===== config.mk =====
export PLATFORM = sky130hd
export DESIGN_NAME = tks_ram
export DESIGN_NICKNAME = d
export VERILOG_FILES = /design/src/rtl/tks_ram.sv
export SDC_FILE = /design/constraint.sdc
export NUM_CORES = 2
export LEC_CHECK = 0
export BUFFER_PORTS_ARGS = -buffer_cell sky130_fd_sc_hd__buf_2
export CAP_MARGIN = 20
export CORE_MARGIN = 2
export CORE_UTILIZATION = 60
export DETAILED_ROUTE_END_ITERATION = 6
export GPL_ROUTABILITY_DRIVEN = 0
export GPL_TIMING_DRIVEN = 0
export PLACE_DENSITY = 0.76
export SYNTH_ARGS = -nofsm -noshare
export SYNTH_HDL_FRONTEND = slang
export SYNTH_SLANG_ARGS = --single-unit
export TNS_END_PERCENT = 1

===== constraint.sdc =====
create_clock -name clk -period 6.7 [get_ports clk]
set_input_delay 0.67 -clock clk [delete_from_list [all_inputs] [get_ports clk]]
set_output_delay 0.67 -clock clk [all_outputs]
set_load 0.02 [all_outputs]

===== src/rtl/tks_ram.sv =====
// single write port, single registered read port memory
`timescale 1ns / 1ps
module tks_ram #(
	parameter int unsigned DEPTH = 64,
	parameter int unsigned WIDTH = 48
) (
	input  logic                     clk,
	input  logic                     wr_en,
	input  logic [$clog2(DEPTH)-1:0] wr_addr,
	input  logic [WIDTH-1:0]         wr_data,
	input  logic [$clog2(DEPTH)-1:0] rd_addr,
	output logic [WIDTH-1:0]         rd_data
);
	logic [WIDTH-1:0] mem [DEPTH];

	// write port
	always_ff @(posedge clk) begin
		if (wr_en) begin
			mem[wr_addr] <= wr_data;
		end
	end

	// registered read
	always_ff @(posedge clk) begin
		rd_data <= mem[rd_addr];
	end
endmodule


==> impl_metrics.csv <==
group,metric,value,unit
placement,placed_cell_area,124000,um2
clock_tree,cts_buffer_depth,4,
sta,worst_slew_pin_slew,1.42,ns
power_and_ir_drop,p_per_area,303,nW/um2
grt,antenna_found_initial,18,
cells_and_area,syn2layout_area_growth,15.0,%
status,status,"finished, final reports clean",
routing,dr.pass1.iters,6,
routing,vias,61400,
routing,avgViaCountPerCell,7.35,
power_and_ir_drop,leakagePower,42.3,nW
clock_tree,clk_latency,0.96,ns
worst_setup_path,worstSetupEndpointType,"flip-flop",
cells_and_area,mostFrequentLayoutCells,"edfxtp_1, mux4_2, clkbuf_16",
yosys,yosysWarnings,0,
worst_setup_path,worst-path-max-fanout,10,
clock_tree,cts_hold_buffers,0,
cells_and_area,drive_above_1_share,0.297,
clock_tree,htree_levels,5,
power_and_ir_drop,irDropWorstVdd,0.228,mV
floorplanning,ios,110,
worst_setup_path,critPathRequiredTime,7.36,ns
sta,finalHoldViolCount,0,
clock_tree,cts_root_buf,"clkbuf_16",
min_path,worst_hold_path_type,"primary input to flip-flop",
yosys,syn_nets,5032,
sta,slew_headroom,0.0502,
clock_tree,post-cts-setup-buffer-count,0,
cells_and_area,register_area,93200,um2
yosys,seq_area_frac_synth,0.796,
grt,grt_max_degree,65,
sta,clock_skew,0.0397,ns
routing,drtIter0Drc,11500,
floorplanning,die_h,446,um
grt,grt_pass1_vias,60500,
cells_and_area,final_area,135000,um2
placement,hpwl,210,mm
cells_and_area,nFillCells,10800,
yosys,netlist_instances,4970,
cells_and_area,finalNetCount,5636,
sta,rsz0062_at_grt,"no",
routing,drcViolationCount,0,
routing,drt_wl_total,343,mm
grt,overflow,0,
clock_tree,clkTransAtPathRegs,0.06,ns
floorplanning,fp-row-count,162,
job,drv_cap,0,
floorplanning,die_w,446,um
yosys,synth_area,117000,um2
sta,timing.fmax,238,MHz
sta,min_period,4.20,ns
floorplanning,start_util,0.603,
clock_tree,numCtsBuffers,308,
yosys,yosys.area.top_type,"edfxtp_1",
floorplanning,die_area,199000,um2
sta,finalCritPeriodShare,0.627,
placement,portBuffers,101,
grt,grt_pass1_wl,469,mm
yosys,yosys_register_bits,3120,
sta,finalMaxSlewViolations,0,
routing,wl_per_cell,41.0,um
sta,setup_viol,0,
yosys,async_flop_share,0,
routing,antenna_left,0,
cells_and_area,final_common_cell,"edfxtp_1",
grt,grt_usage,0.345,
yosys,avgSynthCellArea,23.6,um2
yosys,ys_types,36,
yosys,yosys-top-cells-area,"edfxtp_1, mux4_2, dfxtp_1",
clock_tree,clock-sinks,3120,
worst_setup_path,start_kind,"primary input",
floorplanning,core-area,194000,um2
worst_setup_path,worstSetupPathType,"primary input to flip-flop",
yosys,synth_edf_count,3072,
yosys,synth_top_cell_area_share,0.788,
cells_and_area,multiInputGateArea,22900,um2
clock_tree,cts_tree,"done",
clock_tree,cts.repair.resized,0,
worst_setup_path,arrival,4.86,ns
yosys,synth_flop_cell,"edfxtp_1",
sta,whs,0.00405,ns
==> through the flow <==
step / util / setup TNS (ns) / setup slack (ns) / power (mW) / cells
final: 0.693 / 0 / 2.50 / 40.8 / 8354
after global routing: 0.693 / 0 / 2.71 / 41.6 / 8344
after CTS: 0.689 / 0 / 2.68 / 40.7 / 8294
after detailed placement: 0.639 / 0 / 1.85 / 24.2 / 7762
after global placement: 0.621 / -605.64 / -3.25 / 24.1 / 7613
after floorplan: - / 0 / 1.75 / 23.1 / 4970
==> metal layers <==
metal  part of all wire  up-vias  global-route usage  routed length, um
met5            0.00062        -             0.00488                214
met4              0.067       12               0.193              22900
met3               0.14     1077              0.0826              47200
met2               0.47     5849               0.533             161000
met1               0.32    31800               0.459             111000
li1                   -    22700                   -                  -
==> area by class of cell <==
type                       count  share of cell area
antenna                       16            0.000297
buffer                       282              0.0111
clock buffer                 378              0.0609
clock inverter               154              0.0106
multi-input combinational   1568               0.170
sequential                  3120               0.692
tap                         2542              0.0236
timing repair buffer         294              0.0318
==> cell usage after synthesis, drive strengths merged, types with 24 or more instances <==
cell and instances:
nor2 132, a22o 57, edfxtp 3072, nor2b 24
nand2 55, a221oi 83, clkbuf 99, a21oi 74
a22oi 72, mux4 754, dfxtp 48, mux2i 63
o221ai 28, buf 183, o22ai 122, a211oi 32
==> state kept, by name, indices dropped and copies added (netlist names) <==
register / count
rd_data: 48
mem: 3072
==> final timing paths <==
check                                           start               endpoint  depth (start not counted)  slack (ns)
worst max-delay path                       rd_addr[1]    rd_data[31]$_DFF_P_                          9        2.50
worst min register to register  mem[35][16]$_DFFE_PP_    rd_data[16]$_DFF_P_                          5        0.95
worst min-delay path                      wr_data[24]  mem[47][24]$_DFFE_PP_                          1       0.004
worst max register to register  mem[46][40]$_DFFE_PP_    rd_data[40]$_DFF_P_                          5        3.93
==> worst max-delay path, cell delays in order <==
cell,delay (ns)
buf_2,0.23
buf_4,0.38
buf_4,0.43
buf_2,0.53
nand3b_1,0.90
o221ai_1,0.58
a21oi_1,0.18
a21oi_1,0.61
a221oi_1,0.32
==> where the power goes <==
| group | internal [mW] | total (mW) | leakage, nW | switching (mW) |
|---|---|---|---|---|
| combinational | 0.765 | 2.29 | 9.50 | 1.53 |
| sequential | 21.6 | 21.6 | 28.0 | 0.0485 |
| clock | 9.72 | 16.9 | 4.71 | 7.19 |
| total | 32.1 | 40.8 | 42.3 | 8.76 |
==> cells by family after synthesis <==
| kind of cell | synth area share |
|---|---|
| AO/OA/AOI/OAI | 0.0302 |
| buffers and inverters | 0.0128 |
| flip-flops | 0.796 |
| multiplexers | 0.152 |
| AND/OR/NAND/NOR | 0.00957 |
Power figures use the tool's default switching activity.
